==> src/mrd_pkg.sv <==
// Shared types and constants of the masked record directory.
`default_nettype none
package mrd_pkg;

   localparam int ENTRIES_DEF    = 1024;
   localparam int MAX_META_WORDS = 8;
   localparam int QUEUE_DEPTH    = 2;
   localparam int KEY_W          = 11;
   localparam int ADDR_W         = 48;
   localparam int WORD_W         = 32;
   localparam int IDX_W          = 3;
   localparam int WCNT_W         = $clog2(MAX_META_WORDS + 1);
   localparam int CSR_W          = 4;
   localparam int CSR_RESET      = 4;

   typedef enum logic [1:0] {
      OP_APPEND = 2'd0,
      OP_SEARCH = 2'd1,
      OP_READ   = 2'd2,
      OP_NONE   = 2'd3
   } op_type;

   typedef enum logic [1:0] {
      ST_OK      = 2'd0,
      ST_FULL    = 2'd1,
      ST_NOMATCH = 2'd2,
      ST_BADKEY  = 2'd3
   } status_type;

   typedef enum logic [1:0] {
      BS_IDLE,
      BS_SEARCH,
      BS_READ
   } bstate_type;

   typedef logic [MAX_META_WORDS-1:0][WORD_W-1:0] word_vec_type;

   typedef struct packed {
      op_type              op;
      logic [KEY_W-1:0]    key;
      logic                use_mask;
      logic [ADDR_W-1:0]   addr;
      logic [ADDR_W-1:0]   len;
      logic [WCNT_W-1:0]   n;
      word_vec_type        words;
      word_vec_type        masks;
   } cmd_type;

endpackage
`default_nettype wire

==> src/mrd_queue.sv <==
// Short command queue between the front end and the execution back end.
`default_nettype none
module mrd_queue
   import mrd_pkg::*;
(
   input  wire logic    clock,
   input  wire logic    reset,
   input  wire logic    push,
   input  wire cmd_type push_cmd,
   output logic         full,
   output logic         empty,
   input  wire logic    pop,
   output cmd_type      head_cmd
);

   localparam int PW = (QUEUE_DEPTH > 1) ? $clog2(QUEUE_DEPTH) : 1;
   localparam int CW = $clog2(QUEUE_DEPTH + 1);

   cmd_type         slots_ff [QUEUE_DEPTH];
   logic [PW-1:0]   wr_ff, wr_in, rd_ff, rd_in;
   logic [CW-1:0]   count_ff, count_in;
   logic            do_push, do_pop;

   assign full     = (count_ff == CW'(QUEUE_DEPTH));
   assign empty    = (count_ff == '0);
   assign do_push  = push && !full;
   assign do_pop   = pop && !empty;
   assign head_cmd = slots_ff[rd_ff];

   always_comb begin
      wr_in    = wr_ff;
      rd_in    = rd_ff;
      count_in = count_ff;
      if (do_push) begin
         wr_in = (32'(wr_ff) == QUEUE_DEPTH - 1) ? '0 : wr_ff + PW'(1);
      end
      if (do_pop) begin
         rd_in = (32'(rd_ff) == QUEUE_DEPTH - 1) ? '0 : rd_ff + PW'(1);
      end
      if (do_push && !do_pop) begin
         count_in = count_ff + CW'(1);
      end else if (do_pop && !do_push) begin
         count_in = count_ff - CW'(1);
      end
   end

   always_ff @(posedge clock) begin
      if (do_push) begin
         slots_ff[wr_ff] <= push_cmd;
      end
   end

   always_ff @(posedge clock) begin
      if (reset) begin
         wr_ff    <= '0;
         rd_ff    <= '0;
         count_ff <= '0;
      end else begin
         wr_ff    <= wr_in;
         rd_ff    <= rd_in;
         count_ff <= count_in;
      end
   end

endmodule
`default_nettype wire

==> config.mk <==
export PLATFORM = sky130hd
export DESIGN_NAME = mrd_queue
export DESIGN_NICKNAME = d
export VERILOG_FILES = /design/src/mrd_pkg.sv /design/src/mrd_queue.sv
export SDC_FILE = /design/constraint.sdc
export NUM_CORES = 1
export LEC_CHECK = 0
export BUFFER_PORTS_ARGS = -buffer_cell sky130_fd_sc_hd__buf_2
export CAP_MARGIN = 10
export CORE_AREA = 5 5 484 486
export DETAILED_ROUTE_END_ITERATION = 8
export DIE_AREA = 0 0 489 491
export HOLD_SLACK_MARGIN = 0.08
export MAX_ROUTING_LAYER = met4
export PLACE_DENSITY = 0.5
export SETUP_SLACK_MARGIN = 0.15
export SLEW_MARGIN = 15
export SYNTH_ARGS = -nofsm -noshare
export SYNTH_HDL_FRONTEND = slang
export SYNTH_SLANG_ARGS = --single-unit
==> constraint.sdc <==
create_clock -name clock -period 16.8 [get_ports clock]
set_input_delay 2.52 -clock clock [delete_from_list [all_inputs] [get_ports clock]]
set_output_delay 2.52 -clock clock [all_outputs]
set_load 0.03 [all_outputs]
==> results.json <==
{
  "place_area_um2": 55730,
  "dieArea_um2": 240100,
  "crit_buf_inv": 4,
  "core_region_area_um2": 229200,
  "end_kind": "output pin",
  "slowest_delay_ns": 0.91,
  "grt_pass1_vias": 25480,
  "synth_nets": 2604,
  "antenna_left": 0,
  "insertion_delay_ns": 0.78,
  "ys_warn_count": 0,
  "cts_setup_buffers": 0,
  "synth_cell_type_count": 15,
  "maxCapViolCount": 0,
  "slew_headroom": 0.2753,
  "hpwl_um": 130700,
  "critPathRequiredTime_ns": 14.28,
  "chipWidth_um": 489,
  "cts_sinks": 1257,
  "drive_gt1_frac": 0.6154,
  "row_count": 176,
  "p_leak_nw": 22.01,
  "cp_slowest_cell": "dfxtp_4",
  "finalPower_mw": 10.42,
  "worstMarginPinSlew_ns": 1.087,
  "crit_fanout": 98,
  "fin_skew_ns": 0.04437,
  "drtPass1Iterations": 5,
  "grt_max_degree": 136,
  "postSynthCellCount": 1973,
  "worst_hold_path_type": "flip-flop to flip-flop",
  "cts_resized": 0,
  "timing.fmax_mhz": 136.3,
  "drt_wl_total_um": 169500,
  "start_kind": "flip-flop",
  "critPathArrivalTime_ns": 4.82,
  "path_common_cell": "buf_4",
  "path_clk_slew_ns": 0.06,
  "dieHeight_um": 491,
  "finalHoldViolCount": 0,
  "grt_usage": 0.1385,
  "cts_root_buf": "clkbuf_16",
  "rsz0062_at_grt": "false",
  "gp_congestion": 0.8654,
  "layout_min_cycle_time_ns": 7.339,
  "synthesis.area_um2": 45840,
  "crit_family": "buffers and inverters",
  "drc": 0,
  "status": "finished, final reports clean",
  "timing.final.ws_setup_ns": 9.461,
  "mostFrequentLayoutCells": "buf_2, edfxtp_1, mux2_2",
  "tns_ns": 0,
  "antenna_found_initial": 183,
  "synth_seq_cells": 1257,
  "pre_cts_ws_ns": 10.20,
  "synth.avg_cell_area_um2": 23.24,
  "final_common_cell": "buf_2",
  "cts_tree": "built",
  "nets": 3964,
  "cts_hold_buffers": 0,
  "path_cells": "buf_12 > buf_4 > buf_4 > mux2_2 > buf_2",
  "cts_max_level": 4,
  "cts_buffer_depth": 3,
  "cts_buffers": 145,
  "grt_pass1_wl_um": 221800,
  "io_buffers": 1257,
  "vias": 24880,
  "powerDensity_nw_per_um2": 171.2,
  "via_per_inst": 3.785,
  "finalSetupViolations": 0,
  "period_share": 0.4368,
  "overflow": 0,
  "ys_seq_area_frac": 0.8223,
  "final_cell_area_um2": 60880,
  "peakVddDrop_uv": 101.1,
  "start_util": 0.2000,
  "path_class": "flip-flop to output pin",
  "area_growth_syn_to_layout_pct": 32.79,
  "wl_per_cell_um": 25.78,
  "drt_iter0_drc": 1718,
  "slew_viol_final": 0,
  "pin_count": 1258
}
-- Yosys cell counts --
library cell,n,area (µm²)
buf_6,17,191.4
dfxtp_1,5,100.1
buf_2,53,265.3
ha_1,1,12.51
a21oi_1,2,10.01
xor2_1,3,26.28
mux2_4,140,2102
inv_1,2,7.510
nor2b_1,1,6.260
o21ai_0,3,15.01
nor2_1,5,18.77
mux2_2,486,5473
edfxtp_1,1252,37600
and2_1,1,6.260
or3_1,2,12.51
-- worst paths after layout --
kind | endpoint | from | slack, ns | depth (start not counted)
min reg2reg | wr_ff | wr_ff | 0.51 | 2
max reg2reg | slots_ff[0][310] | count_ff[0] | 12.44 | 6
min | wr_ff | wr_ff | 0.51 | 2
max | head_cmd[65] | flip-flop | 9.46 | 5
-- report_power, final --
group / total (mW) / internal [mW] / leakage, nW / switching [mW]
Sequential: 4.06 / 3.95 / 11.7 / 0.114
Combinational: 3.14 / 0.990 / 7.93 / 2.15
Clock: 3.22 / 1.89 / 2.35 / 1.34
Total: 10.4 / 6.82 / 22.0 / 3.60
-- worst register-to-register path: cells and delay by family, from the launching register on --
family,cells,cell delay [ns]
buffers and inverters,4,2.90
DFF,1,0.42
and+or+nand+nor,2,0.60
-- registers in the layout, indices dropped and copies added, names as in the netlist, named ones only --
name / count
count_ff: 2
rd_ff: 1
slots_ff: 1252
wr_ff: 1
-- layer usage --
metal / wire length (µm) / up-vias / global-route usage / share of wire
met3: 21120 / 325 / 0.06381 / 0.12
met1: 62800 / 12310 / 0.1529 / 0.37
met2: 81540 / 1432 / 0.2271 / 0.48
li1: - / 10810 / - / -
met5: 0 / - / - / 0
met4: 3992 / 0 / 0.03416 / 0.024
-- cells by family after synthesis --
kind of cell               Yosys count  synth area share
DFF                               1257            0.8223
and+or+nand+nor                      9         0.0009554
AOI/OAI and AO/OA                    5         0.0005458
adders and majority gates            1         0.0002729
buffers and inverters               72           0.01013
muxes                              626            0.1652
xor gates and xnor gates             3         0.0005733
-- area by class of cell --
type | instances | area, µm²
multi-input cells | 644 | 7685
inverters | 2 | 15.01
flip-flops and latches | 1257 | 37700
fillers | 23280 | 168400
diodes | 99 | 247.7
clock buffers | 176 | 3766
well taps | 3026 | 3786
clock inverters | 86 | 1124
repair buffers | 1283 | 6553
-- stage by stage --
stage	util	hold slack [ns]	std cells
global placement	0.2431	0.4769	6212
global route	0.2653	0.5455	6547
CTS	0.2645	0.5030	6474
detailed placement	0.2431	0.4951	6212
finish	0.2656	0.5064	6573
floorplan	-	0.4516	1973
(Power assumes the default switching activity.)
