<file path="src/mrd_pkg.sv">
// Shared types and constants of the masked record directory.
`default_nettype none
package mrd_pkg;

   localparam int ENTRIES_DEF    = 1024;
   localparam int MAX_META_WORDS = 8;
   localparam int QUEUE_DEPTH    = 2;
   localparam int KEY_W          = 11;
   localparam int ADDR_W         = 48;
   localparam int WORD_W         = 32;
   localparam int IDX_W          = 3;
   localparam int WCNT_W         = $clog2(MAX_META_WORDS + 1);
   localparam int CSR_W          = 4;
   localparam int CSR_RESET      = 4;

   typedef enum logic [1:0] {
      OP_APPEND = 2'd0,
      OP_SEARCH = 2'd1,
      OP_READ   = 2'd2,
      OP_NONE   = 2'd3
   } op_type;

   typedef enum logic [1:0] {
      ST_OK      = 2'd0,
      ST_FULL    = 2'd1,
      ST_NOMATCH = 2'd2,
      ST_BADKEY  = 2'd3
   } status_type;

   typedef enum logic [1:0] {
      BS_IDLE,
      BS_SEARCH,
      BS_READ
   } bstate_type;

   typedef logic [MAX_META_WORDS-1:0][WORD_W-1:0] word_vec_type;

   typedef struct packed {
      op_type              op;
      logic [KEY_W-1:0]    key;
      logic                use_mask;
      logic [ADDR_W-1:0]   addr;
      logic [ADDR_W-1:0]   len;
      logic [WCNT_W-1:0]   n;
      word_vec_type        words;
      word_vec_type        masks;
   } cmd_type;

endpackage
`default_nettype wire

</file>
<file path="src/mrd_front.sv">
// Front end: gathers metadata and mask words and issues complete commands.
`default_nettype none
module mrd_front
   import mrd_pkg::*;
(
   input  wire logic                clock,
   input  wire logic                reset,
   input  wire logic                req_valid,
   output logic                     req_stall,
   input  wire logic [1:0]          req_opcode,
   input  wire logic [2:0]          req_word_index,
   input  wire logic                req_last_word,
   input  wire logic [31:0]         req_meta_value,
   input  wire logic [31:0]         req_mask_value,
   input  wire logic                req_use_mask,
   input  wire logic [10:0]         req_start_key,
   input  wire logic [47:0]         req_entry_address,
   input  wire logic [47:0]         req_entry_length,
   input  wire logic                csr_write,
   input  wire logic [3:0]          csr_wdata,
   input  wire logic                q_full,
   output logic                     q_push,
   output cmd_type                  q_cmd
);

   word_vec_type       words_ff, words_in, masks_ff, masks_in;
   logic [CSR_W-1:0]   csr_ff, csr_in;
   logic [WCNT_W-1:0]  n_clamped;
   logic               accept;
   op_type             op;

   assign req_stall = q_full;
   assign accept    = req_valid && !req_stall;
   assign op        = op_type'(req_opcode);

   always_comb begin
      csr_in = csr_write ? csr_wdata : csr_ff;
      if (csr_ff == '0) begin
         n_clamped = WCNT_W'(1);
      end else if (32'(csr_ff) > MAX_META_WORDS) begin
         n_clamped = WCNT_W'(MAX_META_WORDS);
      end else begin
         n_clamped = WCNT_W'(csr_ff);
      end
   end

   always_comb begin
      words_in = words_ff;
      masks_in = masks_ff;
      if (accept && (op == OP_APPEND || op == OP_SEARCH)) begin
         for (int j = 0; j < MAX_META_WORDS; j++) begin
            if (32'(req_word_index) == j) begin
               words_in[j] = req_meta_value;
               if (op == OP_SEARCH) begin
                  masks_in[j] = req_mask_value;
               end
            end
         end
      end
      q_push         = accept && req_last_word && (op != OP_NONE);
      q_cmd.op       = op;
      q_cmd.key      = req_start_key;
      q_cmd.use_mask = req_use_mask;
      q_cmd.addr     = req_entry_address;
      q_cmd.len      = req_entry_length;
      q_cmd.n        = n_clamped;
      q_cmd.words    = words_in;
      q_cmd.masks    = masks_in;
   end

   always_ff @(posedge clock) begin
      if (reset) begin
         words_ff <= '0;
         masks_ff <= '0;
         csr_ff   <= CSR_W'(CSR_RESET);
      end else begin
         words_ff <= words_in;
         masks_ff <= masks_in;
         csr_ff   <= csr_in;
      end
   end

endmodule
`default_nettype wire

</file>
<file path="config.mk">
export PLATFORM = sky130hd
export DESIGN_NAME = mrd_front
export DESIGN_NICKNAME = d
export VERILOG_FILES = /design/src/mrd_pkg.sv /design/src/mrd_front.sv
export SDC_FILE = /design/constraint.sdc
export NUM_CORES = 1
export LEC_CHECK = 0
export BUFFER_PORTS_ARGS = -buffer_cell sky130_fd_sc_hd__buf_2
export CORE_AREA = 2 2 318 320
export DETAILED_ROUTE_END_ITERATION = 7
export DIE_AREA = 0 0 320 322
export PLACE_DENSITY_LB_ADDON = 0.25
export SETUP_SLACK_MARGIN = 0.15
export SYNTH_ARGS = -nofsm -noshare
export SYNTH_HDL_FRONTEND = slang
export SYNTH_SLANG_ARGS = --single-unit
</file>
<file path="constraint.sdc">
create_clock -name clock -period 2.2 [get_ports clock]
set_input_delay 0.22 -clock clock [delete_from_list [all_inputs] [get_ports clock]]
set_output_delay 0.22 -clock clock [all_outputs]
set_load 0.1 [all_outputs]
</file>
==> results.cfg, run 1 <==
[synth]
synth_cell_types = 34
postSynthCellCount = 2651
synth-edff-count = 0
synth_area_um2 = 25200
ys_ff_latch = 516
syn_avg_cell_area_um2 = 9.51
ys_async_sr_fraction_pct = 0
synth-seq-area-share_pct = 41.0
synth_warnings = 0
synth_fp_nets = 2838
synth_flop_cell = dfxtp_1

[critical_path]
setup.worst_path.end_class = primary output
cp_data_required_time_ns = 1.98
timing_worst_setup_path_type = in2out
cp.arrival_ns = 1.88
timing.critical_path.fanout_max = 8
crit_path_launch_type = input pin

[die]
dieArea_um2 = 103000
coreArea_um2 = 99600
num_io_pins = 815
chipHeight_um = 322
floorplan.initialDensity_pct = 25.3
dieWidth_um = 320
row_count = 116

[detailed_routing]
drt-wirelength-per-cell_um = 25.4
vias_per_instance = 4.97
final_routed_wirelength_mm = 117
drt.antenna.violating_nets = 0
drtPass1Iterations = 5
first_iter_violations = 1446
num_vias = 22938
remaining_drc_errors = 0

[global_route]
track_usage_pct = 20.6
groute.layer.met2.usage_pct = 33.9
grt_max_degree = 77
globalRoute.busiestLayer = met2
antenna_found_initial = 4
grt_pass1_vias = 22679
global_route.usage.met1_pct = 26.8
met3_usage_pct = 5.67
grt-ovfl-total = 0
grt_pass1_wl_mm = 160

[place]
place_worst_setup_slack_ns = -0.0387
portBuffers = 598
hpwlAfterDp_mm = 76.3
gp_congestion = 0.789

[cells_and_area]
multi_input_gate_area_in_the_final_layout_um2 = 14900
seq_area_um2 = 10300
mostFrequentLayoutCell = buf_12
drive_above_1_share_pct = 48.4
fin_nets = 3454
layout_common_cells = 593 x buf_12, 516 x dfxtp_1, 256 x inv_1, 256 x o32ai_1, 224 x nand2b_1
area_delta_synth_final_pct = 79.1
fillcell_total = 9075
utilization_pct = 45.4

[clocking]
clockRootBuffer = clkbuf_16
cts.reportedPaths.clkPinSlew_ns = 0.06
clock-sinks = 516
clock_insertion_delay_worst_skew_ns = 0.61
clockBufferDepth = 3
cts_made_buffers = 60
tritoncts = done
htree_levels = 2

[timing]
max_freq_mhz = 476
skew_ns = 0
final.setup.worst_slack_ns = 0.0981
finalCritPeriodShare_pct = 95.5
slew_viol_final = 0
fin_tns_setup_ns = 0
grt_setup_unrepaired = yes
setup_viol = 0
period_minus_slack_ns = 2.10
max-slew-margin-rel_pct = 54.2
worst_hold_slack_ns = 0.113
worstMarginPinSlew_ns = 0.687
timing_hold_violations_final = 0

[job]
timing.max_cap.violations = 0

[power]
finalPower_w = 0.0224
cellPowerDensity_nw_per_um2 = 497
peakVddDrop_mv = 0.650
power.static_leakage_nw = 17.4

[min_path]
hold_path_class = in2reg

[outcome]
status = complete, no violations
## cell families after synthesis
kind of cell,count (synthesis),synth area share [%]
compound gates,641,17.8
buf+inv,652,11.8
flops,516,41.0
mux,451,19.6
simple gates,391,9.84
## worst max-delay path, stage by stage
cell	delay, ns
buf_8	0.10
or3_4	0.38
or2_4	0.28
buf_6	0.14
buf_12	0.15
buf_16	0.18
o22ai_4	0.18
buf_12	0.20
## cell type report
type	instances	share of cell area, %
clock inverters	15	0.429
clock buffers	95	4.08
inverters	256	2.13
repair buffers	950	33.9
multi-input cells	1483	33.0
flip-flops and latches	516	22.9
well taps	1298	3.60
diodes	1	0.00554
## report_power, final
group          switching [W]  internal (W)
Combinational        0.00173      0.000898
Sequential         0.0000246       0.00939
Clock                0.00423       0.00617
Total                0.00598        0.0165
## registers in the layout, summed over array words and instances (netlist names)
register / cells
masks_ff: 256
csr_ff: 4
words_ff: 256
## layer usage
layer	part of all wire, %	vias to the layer above	routed length, um
li1	-	10679	-
met1	44	11387	51000
met2	47	740	55500
met3	7.1	132	8270
met4	2.1	0	2420
met5	0	-	0
## cell usage after synthesis, types with 2 or more instances
master / number / area share, %
dfxtp_1: 516 / 41
inv_1: 256 / 3.8
o22ai_1: 256 / 6.3
o32ai_1: 256 / 8.9
mux2_2: 224 / 10
nand2b_1: 224 / 5.6
mux2i_1: 195 / 7.7
clkbuf_1: 190 / 2.8
o21ai_0: 128 / 2.5
buf_4: 111 / 3.3
nor2b_1: 68 / 1.7
buf_2: 61 / 1.2
nand3b_1: 35 / 1.0
or2_2: 32 / 0.79
buf_1: 30 / 0.45
mux2_4: 30 / 1.8
nor2_1: 10 / 0.15
buf_6: 4 / 0.18
nand3_1: 4 / 0.079
and2_1: 3 / 0.074
and3_1: 3 / 0.074
mux2_1: 2 / 0.089
or2_1: 2 / 0.050
## through the flow
stage,cells,instance area (um2)
2_1_floorplan,2651,28100
6_report,4614,45200
4_1_cts,4535,43700
3_5_place_dp,4385,41000
5_1_grt,4613,45200
3_3_place_gp,4385,41000
## timing repair
action	4_1_cts	5_1_grt
pin swaps	8	22
gates resized for setup	52	75
hold buffers	8	0
endpoints found under the hold margin	4	0
setup endpoints to repair	434	391
cloned	7	23
setup buffers	25	55
## final timing paths
| check | from | endpoint | slack, ns | cells after the start |
|---|---|---|---|---|
| setup reg to reg | csr_ff[2] | csr_ff[2] | 0.90 | 3 |
| hold reg to reg | words_ff[73] | words_ff[73] | 0.47 | 2 |
| hold / removal | reset | words_ff[27] | 0.11 | 4 |
| setup / recovery | req_word_index[1] | q_cmd[43] | 0.1 | 8 |
Note: power is estimated with default switching activity, not from simulation.
==> run 2, diff against run 1 <==
--- a/config.mk
+++ b/config.mk
@@ -5,10 +5,12 @@
 export SDC_FILE = /design/constraint.sdc
 export NUM_CORES = 1
 export LEC_CHECK = 0
+export ABC_AREA = 1
 export BUFFER_PORTS_ARGS = -buffer_cell sky130_fd_sc_hd__buf_2
-export CORE_AREA = 2 2 318 320
+export CORE_AREA = 2 2 321 323
 export DETAILED_ROUTE_END_ITERATION = 7
-export DIE_AREA = 0 0 320 322
+export DIE_AREA = 0 0 323 325
+export MAX_ROUTING_LAYER = met4
 export PLACE_DENSITY_LB_ADDON = 0.25
 export SETUP_SLACK_MARGIN = 0.15
 export SYNTH_ARGS = -nofsm -noshare
==> results.cfg, run 2 <==
[timing]
period_minus_slack_ns = 1.96
finalCritPeriodShare_pct = 89.1
max_freq_mhz = 510
final.setup.worst_slack_ns = 0.239
slew_viol_final = 0
setup_viol = 0
timing_hold_violations_final = 0
fin_tns_setup_ns = 0
skew_ns = 0
grt_setup_unrepaired = yes
worstMarginPinSlew_ns = 0.991
max-slew-margin-rel_pct = 33.7
worst_hold_slack_ns = 0.0620

[die]
floorplan.initialDensity_pct = 21.3
dieArea_um2 = 105000
coreArea_um2 = 101000
row_count = 117
num_io_pins = 815
chipHeight_um = 325
dieWidth_um = 323

[detailed_routing]
remaining_drc_errors = 0
final_routed_wirelength_mm = 96.3
met2_length_mm = 45.6
top_layer = met4
num_vias = 21061
wl_met1_mm = 39.2
drt-wirelength-per-cell_um = 18.8
drtPass1Iterations = 8
first_iter_violations = 1304
drt.antenna.violating_nets = 0
detailroute.wirelength.met3_mm = 5.83
vias_per_instance = 4.10

[synth]
synth_top_family_by_area = simple AND/OR/NAND/NOR gates
synth_warnings = 0
postSynthCellCount = 3162
yosys-top-cells-area = dfxtp_1 48%, nand2_1 20%, a21oi_1 7.6%, inv_1 7.5%, buf_4 4.4%
netlist.top_cell.by_area = dfxtp_1
post_synth_mux_area_share_pct = 0
synth_area_um2 = 21500
synth_fp_nets = 3349
synth-adder-area-share_pct = 0
synth_cell_types = 18
most_numerous_cell_in_the_yosys_netlist = nand2_1
ys_ff_latch = 516
synthXorXnorAreaFrac_pct = 0
yosys-top-cells-count = 1162 x nand2_1, 516 x dfxtp_1, 428 x inv_1, 325 x a21oi_1, 232 x nor2_1
synth_flop_cell = dfxtp_1
yosys.area.top_type_share_pct = 48.0
ys_async_sr_fraction_pct = 0
synth_compound_gate_area_share_pct = 12.1
synth_simple_gate_area_share_pct = 25.2
synth-edff-count = 0
syn_avg_cell_area_um2 = 6.81
synth-seq-area-share_pct = 48.0

[power]
net-switching-power_w = 0.00613
peakVddDrop_mv = 0.368
net_switching_fraction_of_the_power_pct = 26.9
finalPower_w = 0.0228
share_clk_of_total_power_pct = 47.4
power.static_leakage_nw = 18.2
comb_power_share_pct = 11.1
power.internal_w = 0.0166
cellPowerDensity_nw_per_um2 = 623
power.sequential.fraction_pct = 41.5

[place]
portBuffers = 598
gp_congestion = 0.812
place_worst_setup_slack_ns = 0.136
hpwlAfterDp_mm = 67.0
placement.cell_area_um2 = 33700

[global_route]
grt_pass1_vias = 19328
antenna_found_initial = 4
grt_max_degree = 82
grt_pass1_wl_mm = 135
grt-ovfl-total = 0
track_usage_pct = 18.1

[min_path]
hold_path_class = in2reg

[outcome]
status = complete, no violations

[cells_and_area]
fin_nets = 3903
layout_top_registers = masks_ff (256), words_ff (256), csr_ff (4)
area_delta_synth_final_pct = 69.6
final_area_um2 = 36500
layout_common_cells = 1157 x nand2_1, 551 x buf_12, 516 x dfxtp_1
drive_above_1_share_pct = 22.7
mostFrequentLayoutCell = nand2_1

[critical_path]
setup.worst_path.end_class = primary output
timing_worst_setup_path_type = in2out
timing.critical_path.fanout_max = 32
cp.arrival_ns = 1.74
crit_path_launch_type = input pin
cp_data_required_time_ns = 1.98

[job]
timing.max_cap.violations = 0

[clocking]
htree_levels = 3
clockBufferDepth = 3
clock-sinks = 516
cts.reportedPaths.clkPinSlew_ns = 0.05
tritoncts = done
clock_insertion_delay_worst_skew_ns = 0.61
clockRootBuffer = clkbuf_16
cts_made_buffers = 66
-- run 2: cell types whose count changed after synthesis, moves of 172 or more --
cell / change
mux2i_1: -195
o32ai_1: -256
mux2_2: -224
inv_1: +172
a21oi_1: +325
nor2_1: +222
nand2_1: +1161
nand2b_1: -224
o22ai_1: -256
-- run 2: through the flow --
step / cells / util (%)
2_1_floorplan: 3162 / -
3_3_place_gp: 4958 / 33.2
3_5_place_dp: 4958 / 33.2
4_1_cts: 5115 / 35.7
5_1_grt: 5132 / 36.0
6_report: 5132 / 36.0
-- run 2: logic make-up (layout without fill, tap and decap cells) --
kind of cell           after synthesis  count (layout)
DFF                                516             516
and+or+nand+nor                   1423            1424
AOI/OAI and AO/OA                  520             520
other                                0               2
buffers and inverters              703            1302
-- run 2: power groups by stage --
stage                     Clock [W]  Combinational [W]  Sequential, W
after CTS                    0.0112            0.00253        0.00943
after global routing         0.0115            0.00265        0.00943
after detailed placement          0            0.00247        0.00964
final                        0.0108            0.00254        0.00943
after floorplan                   0            0.00228        0.00963
after global placement            0            0.00247        0.00964
-- run 2: path summary, 6_finish.rpt --
| kind | end | slack (ns) | depth (start not counted) | start |
|---|---|---|---|---|
| worst min-delay path | words_ff[168] | 0.06 | 3 | req_meta_value[8] |
| worst max-delay path | q_cmd[442] | 0.24 | 11 | q_full |
| worst max register to register | csr_ff[3] | 0.96 | 3 | csr_ff[3] |
| worst min register to register | masks_ff[196] | 0.47 | 2 | masks_ff[196] |
-- run 2: critical path, stage by stage --
cell,delay (ns)
buf_2,0.11
inv_2,0.10
nand3_4,0.17
nor2_4,0.24
buf_12,0.14
buf_12,0.10
inv_2,0.04
buf_12,0.17
nand2_1,0.11
nand2_1,0.12
buf_12,0.19
-- run 2: per-layer routing --
metal  up-vias  track usage (%)
met5         -                -
met4         0             10.0
met3       257             4.23
met2       592             29.4
met1      9605             20.5
li1      10607                -
-- run 2: final cells by class --
cell class | instances | area [um2]
multi-input combinational | 1944 | 8150
sequential | 516 | 10300
clock inverter | 17 | 188
antenna | 2 | 5.00
inverter | 429 | 1610
fill | 10413 | 64800
timing repair buffer | 759 | 12600
tap | 1368 | 1710
clock buffer | 97 | 1940
-- run 2: timing repair --
item	4_1_cts	5_1_grt
gates cloned	0	5
gates resized for setup	1	89
hold buffers	42	0
hold endpoints to repair	82	0
buffers inserted	1	10
pin swaps	0	3
setup endpoints to repair	10	245
==> run 3, diff against run 2 <==
--- a/config.mk
+++ b/config.mk
@@ -12,6 +12,7 @@
 export DIE_AREA = 0 0 323 325
 export MAX_ROUTING_LAYER = met4
 export PLACE_DENSITY_LB_ADDON = 0.25
+export RECOVER_POWER = 50
 export SETUP_SLACK_MARGIN = 0.15
 export SYNTH_ARGS = -nofsm -noshare
 export SYNTH_HDL_FRONTEND = slang
==> results.cfg, run 3 (same netlist as run 2, synthesis figures left out) <==
[die]
floorplan.initialDensity_pct = 21.3
dieWidth_um = 323
num_io_pins = 815
coreArea_um2 = 101000
row_count = 117
chipHeight_um = 325
dieArea_um2 = 105000

[critical_path]
setup.worst_path.end_class = primary output
cp.arrival_ns = 1.81
crit_path_launch_type = input pin
timing.critical_path.fanout_max = 32
timing_worst_setup_path_type = in2out
cp_data_required_time_ns = 1.98

[clocking]
clock_insertion_delay_worst_skew_ns = 0.61
clockBufferDepth = 3
cts.reportedPaths.clkPinSlew_ns = 0.05
clockRootBuffer = clkbuf_16
tritoncts = done
clock-sinks = 516
htree_levels = 3
cts_made_buffers = 66

[min_path]
hold_path_class = in2reg

[timing]
max_freq_mhz = 494
worstMarginPinSlew_ns = 1.16
fin_tns_setup_ns = 0
finalCritPeriodShare_pct = 92.1
slew_viol_final = 0
max-slew-margin-rel_pct = 23.3
timing_hold_violations_final = 0
grt_setup_unrepaired = yes
setup_viol = 0
skew_ns = 0
period_minus_slack_ns = 2.03

[global_route]
grt-ovfl-total = 0
grt_max_degree = 82
grt_pass1_vias = 19328
antenna_found_initial = 8
track_usage_pct = 18.1
grt_pass1_wl_mm = 135

[cells_and_area]
area_delta_synth_final_pct = 69.5
final_area_um2 = 36500
layout_top_registers = masks_ff (256), words_ff (256), csr_ff (4)
mostFrequentLayoutCell = nand2_1
layoutNonFillerInstCount = 5133
drive_above_1_share_pct = 22.4
fin_nets = 3903
fillcell_total = 10423
layout_common_cells = 1161 x nand2_1, 551 x buf_12, 516 x dfxtp_1

[place]
portBuffers = 598
placement.cell_area_um2 = 33700
place_inst = 4958
hpwlAfterDp_mm = 67.0
gp_congestion = 0.812

[power]
power.static_leakage_nw = 18.2
cellPowerDensity_nw_per_um2 = 623
peakVddDrop_mv = 0.370

[detailed_routing]
drt-wirelength-per-cell_um = 18.8
remaining_drc_errors = 0
first_iter_violations = 1387
vias_per_instance = 4.11
final_routed_wirelength_mm = 96.4
num_vias = 21092
drt.antenna.violating_nets = 0
drtPass1Iterations = 5

[job]
timing.max_cap.violations = 0

[outcome]
status = complete, no violations
[run 3: cell count changes in the layout (fill, tap and decap cells not counted), moves of 3 or more]
cell	change
o21ai_0	+117
o21ai_1	-117
nand2_1	+4
nand2_2	-4
inv_1	+3
inv_2	-3
[run 3: critical path, stage by stage]
cell and delay (ns):
buf_2 0.11, inv_1 0.16, nand3_4 0.18, nor2_4 0.23, buf_12 0.14, buf_12 0.09, inv_1 0.05, buf_12 0.18
nand2_1 0.11, nand2_1 0.11, buf_12 0.19
[run 3: repair_timing]
| action | CTS | global route |
|---|---|---|
| hold endpoints to repair | 82 | 0 |
| cloned | 0 | 5 |
| gates resized for setup | 1 | 89 |
| hold buffers | 42 | 0 |
| pin swaps | 0 | 3 |
| setup buffers | 1 | 10 |
| setup endpoints to repair | 10 | 245 |
[run 3: final cells by class]
class | instances | area, um2 | share of cell area [%]
clock buffers | 97 | 1940 | 5.32
repair buffers | 759 | 12600 | 34.5
well taps | 1368 | 1710 | 4.69
inverters | 429 | 1610 | 4.41
flip-flops and latches | 516 | 10300 | 28.3
clock inverters | 17 | 188 | 0.514
multi-input cells | 1944 | 8130 | 22.3
diodes | 3 | 7.51 | 0.0206
[run 3: worst paths after layout]
path                startpoint       endpoint  slack, ns  cells after the start
max                     q_full     q_cmd[442]       0.17                     11
min          req_meta_value[8]  words_ff[168]       0.06                      3
max reg2reg          csr_ff[3]      csr_ff[3]       0.96                      3
min reg2reg       masks_ff[30]   masks_ff[30]       0.47                      2
[run 3: power breakdown]
group          total, W  switching [W]  internal (W)
clock            0.0108        0.00433       0.00646
combinational   0.00252        0.00177      0.000748
sequential      0.00943      0.0000172       0.00942
total            0.0227        0.00612        0.0166
[run 3: metrics by stage]
stage                     util, %  total power [W]  setup slack (ns)  hold slack [ns]
after floorplan                 -           0.0119            0.0699            0.332
final                        36.0           0.0227             0.174           0.0565
after global placement       33.2           0.0121            0.0926            0.441
after CTS                    35.7           0.0232             0.139          0.00580
after global routing         36.0           0.0236            0.0799           0.0301
after detailed placement     33.2           0.0121             0.136            0.441
[run 3: routing by layer]
layer	part of all wire, %	GRT usage [%]	vias to the layer above	wire [um]
li1	-	-	10592	-
met1	40	20.5	9648	39000
met2	47	29.4	589	45700
met3	6.2	4.23	263	5940
met4	6.0	10.0	0	5760
met5	0	-	-	0
